$ cat config.mk
export PLATFORM = sky130hd
export DESIGN_NAME = kfa_key_store
export DESIGN_NICKNAME = d
export VERILOG_FILES = /design/src/rtl/assert_macros.svh /design/src/rtl/kfa_key_store.sv
export SDC_FILE = /design/constraint.sdc
export NUM_CORES = 1
export LEC_CHECK = 0
export ABC_CLOCK_PERIOD_IN_PS = 6200
export BUFFER_PORTS_ARGS = -buffer_cell sky130_fd_sc_hd__buf_2
export CAP_MARGIN = 20
export CELL_PAD_IN_SITES_DETAIL_PLACEMENT = 0
export CELL_PAD_IN_SITES_GLOBAL_PLACEMENT = 1
export CORE_MARGIN = 2
export CORE_UTILIZATION = 53
export DETAILED_ROUTE_END_ITERATION = 10
export GPL_TIMING_DRIVEN = 0
export PLACE_DENSITY_LB_ADDON = 0.15
export SLEW_MARGIN = 20
export SYNTH_ARGS = -nofsm -noshare
export SYNTH_HDL_FRONTEND = slang
export SYNTH_SLANG_ARGS = --single-unit
$ cat constraint.sdc
create_clock -name aclk -period 6.2 [get_ports aclk]
set_clock_uncertainty 0.2 [all_clocks]
set_input_delay 0.31 -clock aclk [delete_from_list [all_inputs] [get_ports aclk]]
set_output_delay 0.31 -clock aclk [all_outputs]
set_load 0.1 [all_outputs]
$ cat src/rtl/assert_macros.svh
// Assertion macros shared by the top level and the divider.
`ifndef ASSERT_MACROS_SVH
`define ASSERT_MACROS_SVH
`ifndef ASSERT_OFF
// Implication checked at every clock edge outside reset.
`define ASSERT_IMPLY(label, clk, rstn, pre, post) \
    label: assert property (@(posedge clk) disable iff (!rstn) (pre) |-> (post)) \
        else $error("assertion failed");
// Implication checked in the next cycle.
`define ASSERT_NEXT(label, clk, rstn, pre, post) \
    label: assert property (@(posedge clk) disable iff (!rstn) (pre) |=> (post)) \
        else $error("assertion failed");
`else
`define ASSERT_IMPLY(label, clk, rstn, pre, post)
`define ASSERT_NEXT(label, clk, rstn, pre, post)
`endif
`endif

$ cat src/rtl/kfa_key_store.sv
// Keyframe memory: position and target pairs, one write port and two registered read ports.
`timescale 1ns / 1ps
module kfa_key_store #(
    parameter int MAX_KEYS   = 8,
    parameter int VALUE_BITS = 32,
    localparam int AW        = (MAX_KEYS > 1) ? $clog2(MAX_KEYS) : 1
) (
    input  logic                  aclk,
    input  logic                  wr_en,
    input  logic [AW-1:0]         wr_addr,
    input  logic [15:0]           wr_pos,
    input  logic [VALUE_BITS-1:0] wr_val,
    input  logic [AW-1:0]         rd_addr_a,
    input  logic [AW-1:0]         rd_addr_b,
    output logic [15:0]           rd_pos_a,
    output logic [VALUE_BITS-1:0] rd_val_a,
    output logic [15:0]           rd_pos_b,
    output logic [VALUE_BITS-1:0] rd_val_b
);
    logic [15+VALUE_BITS:0] mem [MAX_KEYS];
    logic [15+VALUE_BITS:0] rd_a_reg;
    logic [15+VALUE_BITS:0] rd_b_reg;

    // Write one entry, read two entries through registered outputs.
    always_ff @(posedge aclk) begin
        if (wr_en) begin
            mem[wr_addr] <= {wr_pos, wr_val};
        end
        rd_a_reg <= mem[rd_addr_a];
        rd_b_reg <= mem[rd_addr_b];
    end

    assign rd_pos_a = rd_a_reg[15+VALUE_BITS:VALUE_BITS];
    assign rd_val_a = rd_a_reg[VALUE_BITS-1:0];
    assign rd_pos_b = rd_b_reg[15+VALUE_BITS:VALUE_BITS];
    assign rd_val_b = rd_b_reg[VALUE_BITS-1:0];
endmodule
Yosys cells after proc, flatten, opt, wreduce, memory -nomap -nowiden
Memory sizes are Yosys's and may differ from the RTL's. A register that Yosys moved wholly into a read port is not among the register bits.
Cells that the tools add are included.
{"block": "word_totals", "reg_bits": 0, "mem_bits_rw": 384, "output_inout_bits": 96, "elab_cells": 3, "memories": 1}
{"block": "classes", "mux": 2}
{"memory": "mem", "words": 8, "word_bits": 48, "read_ports": 2, "rd_ports_with_merged_regs": 2, "wr": 1, "line_no": "kfa_key_store.sv:20", "source": "logic [15+VALUE_BITS:0] mem [MAX_KEYS];"}
{"operator": "$mux 1", "count": 2}

Depth between registers and ports, before layout
{"block": "depth", "depth_word": 2, "ltp_mapped": 5, "mapped_depth_nobuf": 2}

Least setup slack after synthesis
Ideal clock, no wire load.
{"block": "synth_path", "path_type": "input port to flip-flop", "from": "input port wr_addr[2]", "to": "memory mem[0][0] (netlist bit), enable pin", "arrival_time_ns": 3.767, "required_ns": 5.487, "setup_slack_ns": 1.719, "cell_stages": 2, "n_path_buf": 0, "path_cell_list": "nand2b_1 > nor3_1"}
{"item": "from (decl)", "line_no": "kfa_key_store.sv:10", "source": "input logic [AW-1:0] wr_addr,"}
{"item": "to (decl)", "line_no": "kfa_key_store.sv:20"}
Straight into the memory's write port.

Worst setup path after layout
{"block": "layout_path", "from": "input port wr_addr[0]", "to": "memory mem[0][8] (netlist bit), enable pin"}
Straight into the memory's write port.

==> metrics <==
status=finished clean; top cells by count, synth=384 x edfxtp_1, 180 x mux4_2, 96 x dfxtp_1; Initial Utilization=0.536; Worst EP required=6.29 ns; largest area contributor in the netlist=edfxtp_1; switching pwr=1.99 mW; power share of the clock group=0.390; fin crit share=0.379; Wirelength per Cell=25.9 µm; main combinational cell family by area after synthesis=multiplexers; fraction of layout cells with a size suffix above 1=0.494; measured slew at the worst slew-check pin=0.928 ns; Rel. slew slack=0.381; IO Pins=155; max reg flops=384; RSZ-0062 raised after global routing=false; Yosys cell types=14; Non-Filler Instances=1628; Max-Cap Viols=0; xor and xnor area share after synthesis=0; vias in the first global route=9971; crit path kind=in2reg; CTS root buffer=clkbuf_16; sequential share of the synthesized area=0.689; crit path setup slack, layout=3.85 ns; post-route minimum period=2.35 ns; final hold violation count=0; DP Wirelength=27.2 mm; Inst Count DP=1484; routability cong.=0.713; GR peak layer=met2; Critical Path Start=wr_addr[0]; CTS tree=yes; CORE AREA=36400 µm²; Overall Power=7.86 mW; CP endpoint kind=register; pre-CTS WS=3.60 ns; DR pass1 iterations=5; Syn Nets=894; Vias=9625; Overflow after GRT=0; crit path DAT=2.44 ns; die area=38400 µm²; adder-cell area share of the yosys netlist=0; #FFs+latches synth=480; count leader, synth=edfxtp_1; Pint=5.87 mW; number of antenna violations at the first check in global routing=1; clock latency on the worst-skew pair=0.58 ns; Max rail drop VDD=0.251 mV; Ys Warns=0; number of synthesized flops with an enable pin=384; CP cell instances=dlygate4sd3_1 -> buf_2 -> nor3_2 -> buf_6 -> buf_4 -> buf_6 -> buf_6; logic gate share of total power=0.141; area share of the largest cell type after synthesis=0.591; FMAX=0.425 GHz; Hold Buf Count CTS=51; Top cell by count, worst path=buf_6; final setup violation count=0; clock sinks=480; Syn-to-layout area delta=21.4%; final WL=42.2 mm; vias per std cell=5.91; sequential power share=0.469; worst min-delay path category=in2reg; Num CTS Buffers=49; Post-CTS Setup Bufs=0; Simple-Gate Fraction of Synth Area=0.00301; # rows=70; Mapped Cells=835; Die H=196 µm; Max Slew Vio Count=0; GRT Overall Usage=0.225; largest net degree at the start of global routing=18; number of fill cells=2426; hold path startpoint=rd_addr_b[1]; GRT met3 Usage=0.0354; PwrDens=332 nW/µm²; mux cell area share after synthesis=0.287; H-tree lvl count=2; die width=196 µm; Post-Syn Area=19500 µm²; DRC Markers=0; Synth Flop Type=edfxtp_1; synth top area cells=edfxtp_1 59%, mux4_2 21%, dfxtp_1 9.8%, mux2_2 3.2%, mux2_4 3.1%; first-pass GRT wire length=61.9 mm; post-route ant nets=0; Worst-path clk slew=0.06 ns; CP max stage cell=nor3_2; Max FO, Critical Path=7; PostCTS Resize Cnt=0; CP Launch Type=primary input; share of flip-flops with an asynchronous set or reset=0; Crit path largest cell delay=0.63 ns; Synth Area in Compound Gates=0; met2 Use GR=0.383; GRT met1 Usage=0.302; CTS max path bufs=3; PortBufs=148; Sw Ratio=0.254; Critical R2R Launch=mem[1][45]$_DFFE_PP_; Post-Synthesis Mean Instance Area=23.4 µm²; DR iter-0 viols=738; P_leak=8.27 nW; Final #Nets=1177
## worst max-delay path: cells and delay by family
kind / cells / cell delay (ns)
buffers and inverters: 6 / 1.48
AND/OR/NAND/NOR: 1 / 0.63
## cells by family after synthesis
kind of cell  count (synthesis)
buf+inv                      54
flops                       480
mux                         288
simple gates                 13
## power groups by stage
stage               registers (mW)  clock network (mW)  logic, mW
global route                  3.70                3.24       1.15
detailed placement            3.76                   0       1.09
finish                        3.69                3.07       1.11
CTS                           3.69                3.12       1.12
global placement              3.76                   0       1.06
floorplan                     4.24                   0      0.350
## layout make-up
type	count	area [µm²]	area share
well taps	468	586	0.0247
clock inverters	25	318	0.0134
clock buffers	67	1390	0.0585
plain buffers	54	410	0.0173
multi-input cells	301	5710	0.241
repair buffers	232	1820	0.0769
flip-flops and latches	480	13500	0.568
diodes	1	2.50	0.000106
## placed cells by master, fill, tap and decap left out, drive strengths merged
| cell type | count |
|---|---|
| buf | 217 |
| bufinv | 8 |
| clkbuf | 85 |
| clkinv | 16 |
| dfxtp | 96 |
| diode | 1 |
| dlygate4sd3 | 51 |
| edfxtp | 384 |
| inv | 1 |
| mux2 | 96 |
| mux4 | 192 |
| nand2 | 2 |
| nand2b | 3 |
| nor2 | 6 |
| nor3 | 2 |
## per-layer routing
layer | part of all wire | up-vias | wire length (µm)
met5 | 0 | - | 0
li1 | - | 4170 | -
met4 | 0.026 | 0 | 1110
met2 | 0.51 | 301 | 21500
met1 | 0.41 | 5085 | 17200
met3 | 0.057 | 69 | 2400
## metrics by stage
step	cell area, µm²	hold WS, ns	TNS, ns	utilization
floorplan	19500	0.209	0	-
global placement	20800	0.375	-225.12	0.572
detailed placement	21500	0.381	0	0.589
CTS	23700	0.177	0	0.650
global route	23700	0.181	0	0.650
finish	23700	0.186	0	0.650
## worst paths after layout
check                                            end  slack, ns  cells past startpoint
worst min register to register  rd_b_reg[47]$_DFF_P_       0.49                      2
worst max-delay path             mem[0][8]$_DFFE_PP_       3.85                      7
worst max register to register  rd_b_reg[45]$_DFF_P_       4.67                      2
worst min-delay path            rd_b_reg[47]$_DFF_P_       0.19                      2
(Power assumes the default switching activity.)
