<file path="config.mk">
export PLATFORM = sky130hd
export DESIGN_NAME = kfa_divider
export DESIGN_NICKNAME = d
export VERILOG_FILES = /design/src/rtl/kfa_pkg.sv /design/src/rtl/kfa_divider.sv
export VERILOG_INCLUDE_DIRS = /design/src /design/src/rtl
export SDC_FILE = /design/constraint.sdc
export NUM_CORES = 1
export LEC_CHECK = 0
export BUFFER_PORTS_ARGS = -buffer_cell sky130_fd_sc_hd__buf_2
export CAP_MARGIN = 20
export CORE_MARGIN = 3
export CORE_UTILIZATION = 45
export DETAILED_ROUTE_END_ITERATION = 8
export PLACE_DENSITY = 0.63
export SYNTH_ARGS = -nofsm -noshare
export SYNTH_HDL_FRONTEND = slang
export SYNTH_SLANG_ARGS = --single-unit
</file>
<file path="constraint.sdc">
create_clock -name aclk -period 6.9 [get_ports aclk]
set_input_delay 0.69 -clock aclk [delete_from_list [all_inputs] [get_ports aclk]]
set_output_delay 0.69 -clock aclk [all_outputs]
set_load 0.1 [all_outputs]
</file>
<file path="src/rtl/assert_macros.svh">
// Assertion macros shared by the top level and the divider.
`ifndef ASSERT_MACROS_SVH
`define ASSERT_MACROS_SVH
`ifndef ASSERT_OFF
// Implication checked at every clock edge outside reset.
`define ASSERT_IMPLY(label, clk, rstn, pre, post) \
    label: assert property (@(posedge clk) disable iff (!rstn) (pre) |-> (post)) \
        else $error("assertion failed");
// Implication checked in the next cycle.
`define ASSERT_NEXT(label, clk, rstn, pre, post) \
    label: assert property (@(posedge clk) disable iff (!rstn) (pre) |=> (post)) \
        else $error("assertion failed");
`else
`define ASSERT_IMPLY(label, clk, rstn, pre, post)
`define ASSERT_NEXT(label, clk, rstn, pre, post)
`endif
`endif

</file>
<file path="src/rtl/kfa_pkg.sv">
// Package with the types and constants of the keyframe animator.
`timescale 1ns / 1ps
package kfa_pkg;
    localparam logic [2:0] MODE_TICK   = 3'd0;
    localparam logic [2:0] MODE_START  = 3'd1;
    localparam logic [2:0] MODE_PAUSE  = 3'd2;
    localparam logic [2:0] MODE_STOP   = 3'd3;
    localparam logic [2:0] MODE_APPEND = 3'd4;

    localparam logic [2:0] REG_DURATION = 3'd0;
    localparam logic [2:0] REG_TICK     = 3'd1;
    localparam logic [2:0] REG_LOOPS    = 3'd2;
    localparam logic [2:0] REG_START    = 3'd3;
    localparam logic [2:0] REG_END      = 3'd4;
    localparam logic [2:0] REG_COLOUR   = 3'd5;

    // Width of start, end, keyframe and result values.
    localparam int          VALUE_BITS  = 32;
    localparam logic [16:0] ONE_Q16     = 17'h10000;
    localparam logic [16:0] ELAPSED_MAX = 17'h1FFFF;

    typedef enum logic [3:0] {
        ST_IDLE,
        ST_READ,
        ST_BOUNDS,
        ST_DIV_START,
        ST_DIV_WAIT,
        ST_MUL,
        ST_LERP,
        ST_OUT
    } state_t;

    // Divider handshake between the sequencer and the divider.
    typedef struct packed {
        logic        start;
        logic [32:0] num;
        logic [32:0] den;
    } div_req_t;

    typedef struct packed {
        logic        busy;
        logic        done;
        logic [16:0] quot;
    } div_rsp_t;
endpackage

</file>
<file path="src/rtl/kfa_divider.sv">
// Restoring serial divider: progress quotient one bit per cycle, saturated at one.
`timescale 1ns / 1ps
`include "assert_macros.svh"
module kfa_divider (
    input  logic              aclk,
    input  logic              aresetn,
    input  kfa_pkg::div_req_t req,
    output kfa_pkg::div_rsp_t rsp
);
    // Numerator is (now - lo) << 16, up to 49 bits; quotient kept to 17 bits with saturation.
    logic [48:0] num_reg, num_next;
    logic [32:0] den_reg, den_next;
    logic [33:0] rem_reg, rem_next;
    logic [16:0] quot_reg, quot_next;
    logic        sat_reg, sat_next;
    logic [5:0]  cnt_reg, cnt_next;
    logic        busy_reg, busy_next;
    logic        done_reg, done_next;
    logic [33:0] trial;
    logic [33:0] shifted;

    always_comb begin
        shifted = {rem_reg[32:0], num_reg[48]};
        trial   = shifted - {1'b0, den_reg};
    end

    // Step the divider: 49 quotient bits, high ones only flag saturation.
    always_comb begin
        num_next  = num_reg;
        den_next  = den_reg;
        rem_next  = rem_reg;
        quot_next = quot_reg;
        sat_next  = sat_reg;
        cnt_next  = cnt_reg;
        busy_next = busy_reg;
        done_next = 1'b0;
        if (req.start) begin
            num_next  = {req.num[32:0], 16'd0};
            den_next  = req.den;
            rem_next  = '0;
            quot_next = '0;
            sat_next  = 1'b0;
            cnt_next  = 6'd49;
            busy_next = 1'b1;
        end else if (busy_reg) begin
            num_next = {num_reg[47:0], 1'b0};
            if (!trial[33]) begin
                rem_next = trial;
                if (cnt_reg > 6'd17) begin
                    sat_next = 1'b1;
                end
            end else begin
                rem_next = shifted;
            end
            quot_next = {quot_reg[15:0], ~trial[33]};
            cnt_next  = cnt_reg - 6'd1;
            if (cnt_reg == 6'd1) begin
                busy_next = 1'b0;
                done_next = 1'b1;
            end
        end
    end

    always_ff @(posedge aclk) begin
        if (!aresetn) begin
            busy_reg <= 1'b0;
            done_reg <= 1'b0;
            cnt_reg  <= '0;
        end else begin
            busy_reg <= busy_next;
            done_reg <= done_next;
            cnt_reg  <= cnt_next;
        end
        num_reg  <= num_next;
        den_reg  <= den_next;
        rem_reg  <= rem_next;
        quot_reg <= quot_next;
        sat_reg  <= sat_next;
    end

    always_comb begin
        rsp.busy = busy_reg;
        rsp.done = done_reg;
        rsp.quot = (sat_reg || quot_reg > kfa_pkg::ONE_Q16) ? kfa_pkg::ONE_Q16 : quot_reg;
    end

    `ASSERT_NEXT(a_done_one_cycle, aclk, aresetn, rsp.done, !rsp.done)
    `ASSERT_IMPLY(a_done_not_busy, aclk, aresetn, rsp.done, !rsp.busy)
    `ASSERT_IMPLY(a_busy_counts, aclk, aresetn, rsp.busy, cnt_reg != 6'd0)
endmodule

</file>
Word level (Yosys, flattened, before mapping)
Index checks and enable logic that the tools add are counted.
{ "classes": {"muxes": 10, "reduce_logical": 5, "addsub": 2, "n_bitwise": 3, "magnitude_cmp": 2, "eq_ne": 1} }
{ "op_table": {"columns": ["operator", "count"], "rows": [
  ["$mux W49", 2],
  ["$sub A34 B33 Y34", 1],
  ["$mux W33", 1],
  ["$gt A17 B17 Y1 const B", 1],
  ["$mux W17", 1],
  ["$mux W6", 2],
  ["$eq A6 B1 Y1 const B", 1],
  ["$gt A6 B5 Y1 const B", 1],
  ["$sub A6 B1 Y6 const B", 1],
  ["$mux W1", 4],
  ["$not A1 Y1", 3],
  ["$reduce_and A3 Y1", 1],
  ["$reduce_or A3 Y1", 1],
  ["$reduce_bool A2 Y1", 1],
  ["$reduce_or A2 Y1", 1],
  ["$logic_or A1 B1 Y1", 1]
]} }
{ "word_totals": {"reg_bits": 125} }

Depth between registers and ports, before layout
Gate-level depths: netlist of run 1.
{ "depth": {"ltp_word": 4, "ltp_mapped": 14} }

Least setup slack after synthesis of run 1
Ideal clock, no wire load.
{ "synth_timing": {"path_kind": "flip-flop to flip-flop", "startpoint": "register den_reg[26]", "endpoint": "register rem_reg[0]", "setup_slack_ns": 4.031, "t_arrival_ns": 2.790, "path_buffers": 1, "synth_period_minus_slack_ns": 2.869, "stages_incl_launch_ff": 12, "path_cell_list": "edfxtp_1 inv_1 ha_1 a211oi_2 o21bai_1 a211oi_2 o31ai_2 mux2_4 nor4_4 buf_6 mux2_4 a211oi_2"} }
{ "synth_via": {"elab_chain_cells": 2} }
{ "synth_rtl": {"columns": ["element", "line_no", "source"], "rows": [
  ["from (decl)", "kfa_divider.sv:12", "logic [32:0] den_reg, den_next;"],
  ["from (signal assigned)", "kfa_divider.sv:75", "den_reg <= den_next;"],
  ["$sub A34 B33 Y34", "kfa_divider.sv:24", "trial = shifted - {1'b0, den_reg};"],
  ["$mux W33", "kfa_divider.sv:47", "if (!trial[33]) begin"],
  ["to (signal assigned)", "kfa_divider.sv:76", "rem_reg <= rem_next;"],
  ["to (decl)", "kfa_divider.sv:13", "logic [33:0] rem_reg, rem_next;"]
]} }
Every way passes these cells.
A chain may end at the register's enable or synchronous reset.

Final worst setup path of run 1
{ "layout_timing": {"startpoint": "register den_reg[26]", "endpoint": "register rem_reg[32]"} }
Same word-level chain as after synthesis.

==> flow_metrics.env, run 1 <==
export IMPL_status="complete, no violations"
export IMPL_synth_area_leaders="edfxtp_1 29%, dfxtp_1 17%, ha_1 6.4%"
export IMPL_rsz0062_at_grt="false"
export IMPL_antenna_left=0
export IMPL_ys_types=58
export IMPL_via_per_inst=5.406
export IMPL_overflow=0
export IMPL_synth_fp_nets=776
export IMPL_slew_headroom_pct=34.09
export IMPL_postSynthAreaPerCell_um2=10.24
export IMPL_p_leak_nw=3.336
export IMPL_critPathKind="reg2reg"
export IMPL_grt_pass1_vias=5185
export IMPL_maxCapViolations=0
export IMPL_max_freq_mhz=241.8
export IMPL_cts_root_buf="clkbuf_16"
export IMPL_rows=44
export IMPL_cts_resized=0
export IMPL_die_area_um2=16780
export IMPL_die_y_um=129.5
export IMPL_synth_flop_cell="edfxtp_1"
export IMPL_fin_crit_ns=4.135
export IMPL_gp_congestion=0.9125
export IMPL_drtIter0Drc=371
export IMPL_nNetsFinal=854
export IMPL_syn_to_final_growth_pct=16.82
export IMPL_clk_pin_slew_ns=0.06
export IMPL_die_w_um=129.5
export IMPL_cts_htree_levels=4
export IMPL_start_util_pct=46.55
export IMPL_fin_ws_ns=2.765
export IMPL_clockBufferDepth=2
export IMPL_tightest_slew_ns=0.9812
export IMPL_required_ns=7.26
export IMPL_clock_skew_ns=0.008977
export IMPL_drive_gt1_share_pct=22.83
export IMPL_insertion_delay_ns=0.42
export IMPL_num_antenna_cells=0
export IMPL_finalHoldViolCount=0
export IMPL_netlist_area_um2=6868
export IMPL_setup_tns_ns=0
export IMPL_core_um2=14750
export IMPL_synth_edf_count=66
export IMPL_antenna_found_initial=0
export IMPL_min_period_over_period_pct=59.93
export IMPL_port_buffers=87
export IMPL_hold_buffers=0
export IMPL_post_dp_hpwl_um=10060
export IMPL_track_usage_pct=18.10
export IMPL_cts_buffers=17
export IMPL_worstPathMaxFanout=28
export IMPL_post_cts_setup_buffer_count=0
export IMPL_cts_sinks=125
export IMPL_drc=0
export IMPL_synth_area_leader_cell="edfxtp_1"
export IMPL_setup_viol=0
export IMPL_asyncSetResetFlopFracSynth_pct=0
export IMPL_routedWlPerCell_um=15.23
export IMPL_dp_slack_ns=2.794
export IMPL_hp_class="in2reg"
export IMPL_first_pass_iters=6
export IMPL_ys_ff_latch=125
export IMPL_routed_wl_um=14410
export IMPL_routed_via_count=5114
export IMPL_syn_inst=671
export IMPL_yosysWarnings=0
export IMPL_io_pins=88
export IMPL_netlist_area_leader_share_pct=28.86
export IMPL_cellPowerDensity_nw_per_um2=253.6
export IMPL_peakVddDrop_uv=169.1
export IMPL_ys_seq_area_share_pct=46.06
export IMPL_grt_pass1_wl_um=24360
export IMPL_grt_max_degree=69
export IMPL_nFillCells=1323
export IMPL_cp_end_kind="flip-flop"
export IMPL_cts_tree="yes"
export IMPL_drv_slew=0
export IMPL_worstPathArrival_ns=4.49
export IMPL_cp_start_kind="flip-flop"
-- area by class of cell --
type / count / area, um^2 / area share (%)
clock buffers: 23 / 541.8 / 6.753
clock inverters: 9 / 67.56 / 0.8422
inverters: 42 / 157.7 / 1.965
multi-input cells: 471 / 3388 / 42.23
flip-flops and latches: 125 / 3164 / 39.44
well taps: 184 / 230.2 / 2.870
repair buffers: 92 / 473.0 / 5.895
-- placed cells by master (no fill, tap or decap), drive strengths merged, types with 24 or more instances in the layout --
cell,Yosys,layout
nor2,72,72
o21ai,27,27
nand2,44,44
ha,35,35
a21oi,33,33
edfxtp,66,66
buf,8,91
clkbuf,25,24
mux2i,37,37
mux2,35,35
inv,42,45
dfxtp,59,59
-- synth_stat cells (all sizes together) (7+ instances only) --
cell and number:
nor2 72, edfxtp 66, dfxtp 59, nand2 44, inv 42, mux2i 37, ha 35, mux2 35
a21oi 33, o21ai 27, clkbuf 25, a211oi 23, and2 18, xnor2 18, xor2 14, nor3 11
a21o 10, nand3 10, buf 8, nand2b 8, o211ai 8, a31oi 7, nor2b 7, o21a 7
-- layer usage --
metal  global-route usage [%]  wire, um  up-vias  share of wire (%)
met5                        0         0        -                  0
met2                    28.17      6631      116                 46
met4                    6.235       266        0                1.8
li1                         -         -     2581                  -
met3                    6.595       894       20                6.2
met1                    23.43      6614     2397                 46
-- per-stage QoR --
step / util (%) / area, um^2 / hold slack, ns / std cells / power [mW]
2_1_floorplan: - / 6868 / 0.4426 / 671 / 1.084
3_3_place_gp: 50.21 / 7408 / 0.4587 / 913 / 1.149
3_5_place_dp: 50.21 / 7408 / 0.4632 / 913 / 1.157
4_1_cts: 54.34 / 8018 / 0.4246 / 945 / 2.057
5_1_grt: 54.38 / 8023 / 0.4276 / 946 / 2.129
6_report: 54.38 / 8023 / 0.4449 / 946 / 2.035
-- power by group --
group	switching [mW]	total (mW)	internal, mW
registers	0.0218	0.861	0.840
logic	0.159	0.281	0.122
clock network	0.337	0.892	0.555
-- logic make-up after synthesis --
kind of cell | Yosys count | synth area share (%)
and+or+nand+nor | 190 | 13.04
AOI/OAI and AO/OA | 141 | 14.26
DFF | 125 | 46.06
buffers and inverters | 75 | 4.646
muxes | 72 | 11.24
adders and majority gates | 36 | 6.668
xor gates and xnor gates | 32 | 4.081
-- critical path: stages, from the launching register on --
cell and delay (ns):
edfxtp_1 0.32, inv_1 0.04, ha_1 0.39, a211oi_2 0.10
o21bai_1 0.21, a211oi_2 0.11, o31ai_2 0.35, mux2_4 0.35
nor4_4 0.87, buf_4 0.53, nand2_2 0.24, nor4_1 0.40
a221o_1 0.16
-- final timing paths --
check                                 start     endpoint  slack [ns]  cells past startpoint
worst max register to register  den_reg[26]  rem_reg[32]        2.77                     12
worst max-delay path            den_reg[26]  rem_reg[32]        2.77                     12
worst min-delay path                 req[1]   den_reg[1]        0.44                      1
worst min register to register  rem_reg[21]  rem_reg[21]        0.47                      2
Power figures use the tool's default switching activity.
==> inputs of run 2 (changes only) <==
==> constraint.sdc (replaced) <==
create_clock -name aclk -period 4.12 [get_ports aclk]
set_input_delay 0.412 -clock aclk [delete_from_list [all_inputs] [get_ports aclk]]
set_output_delay 0.412 -clock aclk [all_outputs]
set_load 0.1 [all_outputs]
==> run 2 against run 1 <==
  * Core utilization barely moved
  * Clock power rose by 66%
  * Worst setup slack got worse by 2.0 ns
  * Cell count rose by 0.32%
  * Global-route usage barely moved
  * Critical endpoint unchanged
==> flow_metrics.env, run 2 (same netlist as run 1, synthesis figures left out) <==
export IMPL_maxCapViolations=0
export IMPL_max_stage_delay_ns=0.38
export IMPL_post_dp_hpwl_um=10160
export IMPL_io_pins=88
export IMPL_routed_via_count=5063
export IMPL_critPathKind="reg2reg"
export IMPL_drtIter0Drc=236
export IMPL_die_w_um=129.5
export IMPL_die_area_um2=16780
export IMPL_worstPathCellList="inv_1 -> ha_1 -> a211oi_2 -> o21bai_1 -> a211oi_2 -> o31ai_2 -> mux2_4 -> nor4_4 -> buf_4 -> nand2_2 -> nor4_1 -> a221o_1"
export IMPL_antenna_found_initial=0
export IMPL_tightest_slew_ns=0.6912
export IMPL_nNetsFinal=857
export IMPL_p_leak_nw=3.349
export IMPL_cts_htree_levels=4
export IMPL_clockBufferDepth=2
export IMPL_peakVddDrop_uv=300.0
export IMPL_drv_slew=0
export IMPL_cts_buffers=17
export IMPL_hp_class="in2reg"
export IMPL_cts_root_buf="clkbuf_16"
export IMPL_slew_headroom_pct=53.87
export IMPL_grt_max_degree=45
export IMPL_core_um2=14750
export IMPL_first_pass_iters=6
export IMPL_post_cts_setup_buffer_count=0
export IMPL_cp_start_kind="flip-flop"
export IMPL_worstPathMaxFanout=21
export IMPL_mostFrequentLayoutCells="86 x buf_2, 72 x nor2_1, 66 x edfxtp_1"
export IMPL_fin_crit_ns=3.310
export IMPL_cellPowerDensity_nw_per_um2=422.3
export IMPL_cts_resized=0
export IMPL_setup_viol=0
export IMPL_antenna_left=0
export IMPL_via_per_inst=5.335
export IMPL_cp_slowest_cell="ha_1"
export IMPL_required_ns=4.48
export IMPL_routedWlPerCell_um=15.02
export IMPL_final_core_utilization_pct=54.42
export IMPL_cp_end_kind="flip-flop"
export IMPL_status="complete, no violations"
export IMPL_max_freq_mhz=302.1
export IMPL_grt_pass1_vias=5169
export IMPL_worstPathArrival_ns=3.67
export IMPL_num_antenna_cells=0
export IMPL_track_usage_pct=18.14
export IMPL_routed_wl_um=14250
export IMPL_clock_skew_ns=0.008418
export IMPL_insertion_delay_ns=0.42
export IMPL_setup_tns_ns=0
export IMPL_rsz0062_at_grt="false"
export IMPL_finalHoldViolCount=0
export IMPL_grt_pass1_wl_um=24380
export IMPL_min_period_over_period_pct=80.35
export IMPL_start_util_pct=46.55
export IMPL_drive_gt1_share_pct=23.01
export IMPL_clk_pin_slew_ns=0.06
export IMPL_hold_buffers=0
export IMPL_cts_tree="yes"
export IMPL_cts_sinks=125
export IMPL_rows=44
export IMPL_final_common_cell="buf_2"
export IMPL_syn_to_final_growth_pct=16.91
export IMPL_die_y_um=129.5
export IMPL_overflow=0
export IMPL_port_buffers=87
export IMPL_critPathMostFrequentCell="a211oi_2"
export IMPL_gp_congestion=0.8703
export IMPL_drc=0
==> run 2: cell count changes in the layout (fill, tap and decap cells not counted), moves of 2 or more <==
cell | before | now
inv_6 | 2 | 6
clkbuf_8 | 3 | 1
buf_4 | 5 | 7
clkbuf_16 | 20 | 18
clkinv_4 | 3 | 1
==> run 2: layout make-up <==
type / count / area [um^2]
tap: 184 / 230.2
fill: 1316 / 6725
inverter: 42 / 157.7
timing repair buffer: 95 / 503.0
sequential: 125 / 3164
clock inverter: 13 / 123.9
clock buffer: 19 / 464.2
multi-input combinational: 471 / 3386
==> run 2: final timing paths <==
path | cells after the start | slack (ns) | to | from
hold reg to reg | 2 | 0.47 | rem_reg[13] | rem_reg[13]
setup / recovery | 12 | 0.81 | rem_reg[32] | den_reg[26]
hold / removal | 1 | 0.17 | den_reg[19] | req[19]
setup reg to reg | 12 | 0.81 | rem_reg[32] | den_reg[26]
==> run 2: critical path, delay by kind of cell, from the launching register on <==
kind                       cells  cell delay (ns)
AOI/OAI and AO/OA              5             0.97
adders and majority gates      1             0.38
buffers and inverters          2             0.38
DFF                            1             0.31
muxes                          1             0.36
and+or+nand+nor                3             0.85
==> run 2: stage by stage <==
step                hold slack, ns  setup slack (ns)  cells  instance area [um^2]  power [mW]
finish                      0.1650            0.8097    949                  8029       3.391
global route                0.1393            0.4964    949                  8029       3.551
CTS                         0.1439            0.7842    948                  8024       3.424
detailed placement          0.4630            0.8399    916                  7436       1.939
global placement            0.4607            0.9666    915                  7421       1.927
floorplan                   0.4426             1.251    671                  6868       1.815
==> run 2: routing by layer <==
metal  routed length (um)  global-route usage (%)
met5                    0                       0
met4                  140                   5.990
met3                  845                   6.554
met2                 6684                   28.32
met1                 6582                   23.54
==> run 2: power breakdown <==
group	internal, mW	total [mW]	leakage (nW)	switching [mW]
clock	0.894	1.48	0.297	0.582
combinational	0.206	0.468	1.92	0.262
sequential	1.41	1.45	1.14	0.0411
==> inputs of run 3 (changes only) <==
--- a/config.mk
+++ b/config.mk
@@ -6,12 +6,13 @@
 export SDC_FILE = /design/constraint.sdc
 export NUM_CORES = 1
 export LEC_CHECK = 0
+export ABC_AREA = 1
 export BUFFER_PORTS_ARGS = -buffer_cell sky130_fd_sc_hd__buf_2
 export CAP_MARGIN = 20
 export CORE_MARGIN = 3
 export CORE_UTILIZATION = 45
 export DETAILED_ROUTE_END_ITERATION = 8
-export PLACE_DENSITY = 0.63
+export PLACE_DENSITY = 0.64
 export SYNTH_ARGS = -nofsm -noshare
 export SYNTH_HDL_FRONTEND = slang
 export SYNTH_SLANG_ARGS = --single-unit
==> constraint.sdc (replaced) <==
create_clock -name aclk -period 2.7 [get_ports aclk]
set_input_delay 0.27 -clock aclk [delete_from_list [all_inputs] [get_ports aclk]]
set_output_delay 0.27 -clock aclk [all_outputs]
set_load 0.1 [all_outputs]
==> run 3 against run 2 <==
  * Flip-flop and latch count unchanged
  * Count of clock-buffer cells in the layout unchanged
  * Critical endpoint is now rsp[12]
  * Synthesized cell count increased by 63%
  * Core utilization decreased by 0.44 points
  * Largest power group is now registers
  * Sequential power increased by 49%
  * Largest cell class unchanged
  * Worst setup slack got worse by 0.61 ns
==> flow_metrics.env, run 3 <==
export IMPL_critPathKind="reg2out"
export IMPL_peakVddDrop_uv=423.8
export IMPL_asyncSetResetFlopFracSynth_pct=0
export IMPL_synth_flop_cell="edfxtp_1"
export IMPL_placedCellCount=1394
export IMPL_via_per_inst=4.883
export IMPL_synthTopCellsByCount="439 x nand2_1, 169 x inv_1, 81 x nor2_1, 71 x nand3_1, 66 x edfxtp_1"
export IMPL_drc=0
export IMPL_fin_cells=1428
export IMPL_netlist_area_leader_share_pct=25.43
export IMPL_synth_fp_nets=1200
export IMPL_mostFrequentLayoutCells="439 x nand2_1, 169 x inv_1, 79 x nor2_1"
export IMPL_cp_end_kind="output pin"
export IMPL_cp_startpoint="quot_reg[0]"
export IMPL_dpl_cell_area_um2=8477
export IMPL_fin_area_um2=9046
export IMPL_yosysWarnings=0
export IMPL_port_buffers=87
export IMPL_cp_start_kind="flip-flop"
export IMPL_maxCapViolations=0
export IMPL_routedWlPerCell_um=14.41
export IMPL_hold_slack_ns=0.01831
export IMPL_cts_root_buf="clkbuf_16"
export IMPL_insertion_delay_ns=0.42
export IMPL_num_antenna_cells=0
export IMPL_io_pins=88
export IMPL_ys_types=40
export IMPL_die_w_um=137.6
export IMPL_first_pass_iters=5
export IMPL_antenna_found_initial=0
export IMPL_ys_ff_latch=125
export IMPL_cts_tree="yes"
export IMPL_critPathMostFrequentCell="nand2_1"
export IMPL_finalHoldViolCount=0
export IMPL_grt_pass1_wl_um=32890
export IMPL_track_usage_pct=22.52
export IMPL_clock_skew_ns=0.01034
export IMPL_final_core_utilization_pct=53.98
export IMPL_routed_via_count=6973
export IMPL_rows=47
export IMPL_netlist_area_um2=7792
export IMPL_drive_gt1_share_pct=15.07
export IMPL_cts_htree_levels=4
export IMPL_cts_sinks=125
export IMPL_worstPathCellList="nor4_1 -> nand4_1 -> nand2_1 -> nand2_1 -> nor2_1 -> buf_2"
export IMPL_worstPathMaxFanout=15
export IMPL_synth_area_leaders="edfxtp_1 25%, nand2_1 21%, dfxtp_1 15%"
export IMPL_p_leak_nw=4.804
export IMPL_fin_crit_ns=2.499
export IMPL_ys_seq_area_share_pct=40.59
export IMPL_start_util_pct=46.49
export IMPL_required_ns=2.43
export IMPL_gp_congestion=0.9589
export IMPL_synth_most_common_cell="nand2_1"
export IMPL_cellPowerDensity_nw_per_um2=522.6
export IMPL_post_dp_hpwl_um=15640
export IMPL_setup_viol=0
export IMPL_cts_buffers=17
export IMPL_syn_inst=1095
export IMPL_hp_class="in2reg"
export IMPL_min_period_over_period_pct=92.57
export IMPL_r2r_start="num_reg[48]"
export IMPL_p_total_mw=4.727
export IMPL_grt_max_degree=51
export IMPL_status="complete, no violations"
export IMPL_drtIter0Drc=464
export IMPL_core_um2=16760
export IMPL_tightest_slew_ns=0.6041
export IMPL_grt_pass1_vias=6463
export IMPL_dp_slack_ns=0.2629
export IMPL_clockBufferDepth=2
export IMPL_max_freq_mhz=400.1
export IMPL_clk_pin_slew_ns=0.06
export IMPL_synth_edf_count=66
export IMPL_antenna_left=0
export IMPL_die_area_um2=18930
export IMPL_routed_wl_um=20580
export IMPL_die_y_um=137.6
export IMPL_rsz0062_at_grt="false"
export IMPL_setup_tns_ns=0
export IMPL_slew_headroom_pct=59.72
export IMPL_fin_ws_ns=0.2005
export IMPL_cp_slowest_cell="buf_2"
export IMPL_hold_start="req[4]"
export IMPL_syn_to_final_growth_pct=16.09
export IMPL_synth_area_leader_cell="edfxtp_1"
export IMPL_nNetsFinal=1300
export IMPL_max_stage_delay_ns=0.45
export IMPL_drv_slew=0
export IMPL_overflow=0
export IMPL_final_common_cell="nand2_1"
export IMPL_worstPathArrival_ns=2.23
export IMPL_postSynthAreaPerCell_um2=7.116
==> run 3: changes by cell type after synthesis, moves of 11 or more <==
cell and change:
a21oi_1 -15, clkbuf_1 -13, mux2_2 -33, xnor2_1 -11
o21ai_1 -13, mux2i_1 -37, nand2_1 +396, nand3_2 +23
and2_1 -18, inv_1 +127, a211oi_1 -15, nand3_1 +61
o22ai_1 +16
==> run 3: area by class of cell <==
cell class | instances | area, um^2
Fill cell | 1718 | 7714
Clock buffer | 19 | 432.9
Inverter | 173 | 649.4
Timing Repair Buffer | 108 | 620.6
Clock inverter | 13 | 93.84
Tap cell | 220 | 275.3
Sequential cell | 125 | 3163
Multi-Input combinational cell | 770 | 3811
==> run 3: worst max-delay path: cells and delay by family (launching register included) <==
kind	cells	cell delay (ns)
DFF	1	0.31
buffers and inverters	1	0.45
and+or+nand+nor	5	1.04
==> run 3: final timing paths <==
check	endpoint	slack, ns	depth (start not counted)
max	rsp[12]	0.20	6
min	den_reg[4]	0.02	1
max reg2reg	rem_reg[28]	0.25	17
min reg2reg	rem_reg[20]	0.48	2
==> run 3: report_power, final <==
group          total (mW)  switching (mW)  internal [mW]
Combinational       0.480           0.314          0.166
Sequential           2.16          0.0359           2.12
Clock                2.09           0.910           1.18
==> run 3: cells by family after synthesis <==
kind of cell | synth area share (%)
AO/OA/AOI/OAI | 4.769
XOR/XNOR | 2.023
adder cells (fa/ha/maj) | 5.877
buffers and inverters | 10.57
flip-flops | 40.59
AND/OR/NAND/NOR | 36.18
==> run 3: timing repair <==
action                                  in CTS  in global routing
hold endpoints to repair                     0                  2
buffers inserted                             0                  0
endpoints found under the setup margin       0                  9
hold buffers                                 0                  2
gates resized for setup                      0                  9
==> run 3: routing by layer <==
layer	vias up	track usage, %	part of all wire (%)
met5	-	0	0
met1	3116	30.54	48
met4	0	5.765	1.1
li1	3658	-	-
met2	184	36.39	46
met3	15	5.113	5.2
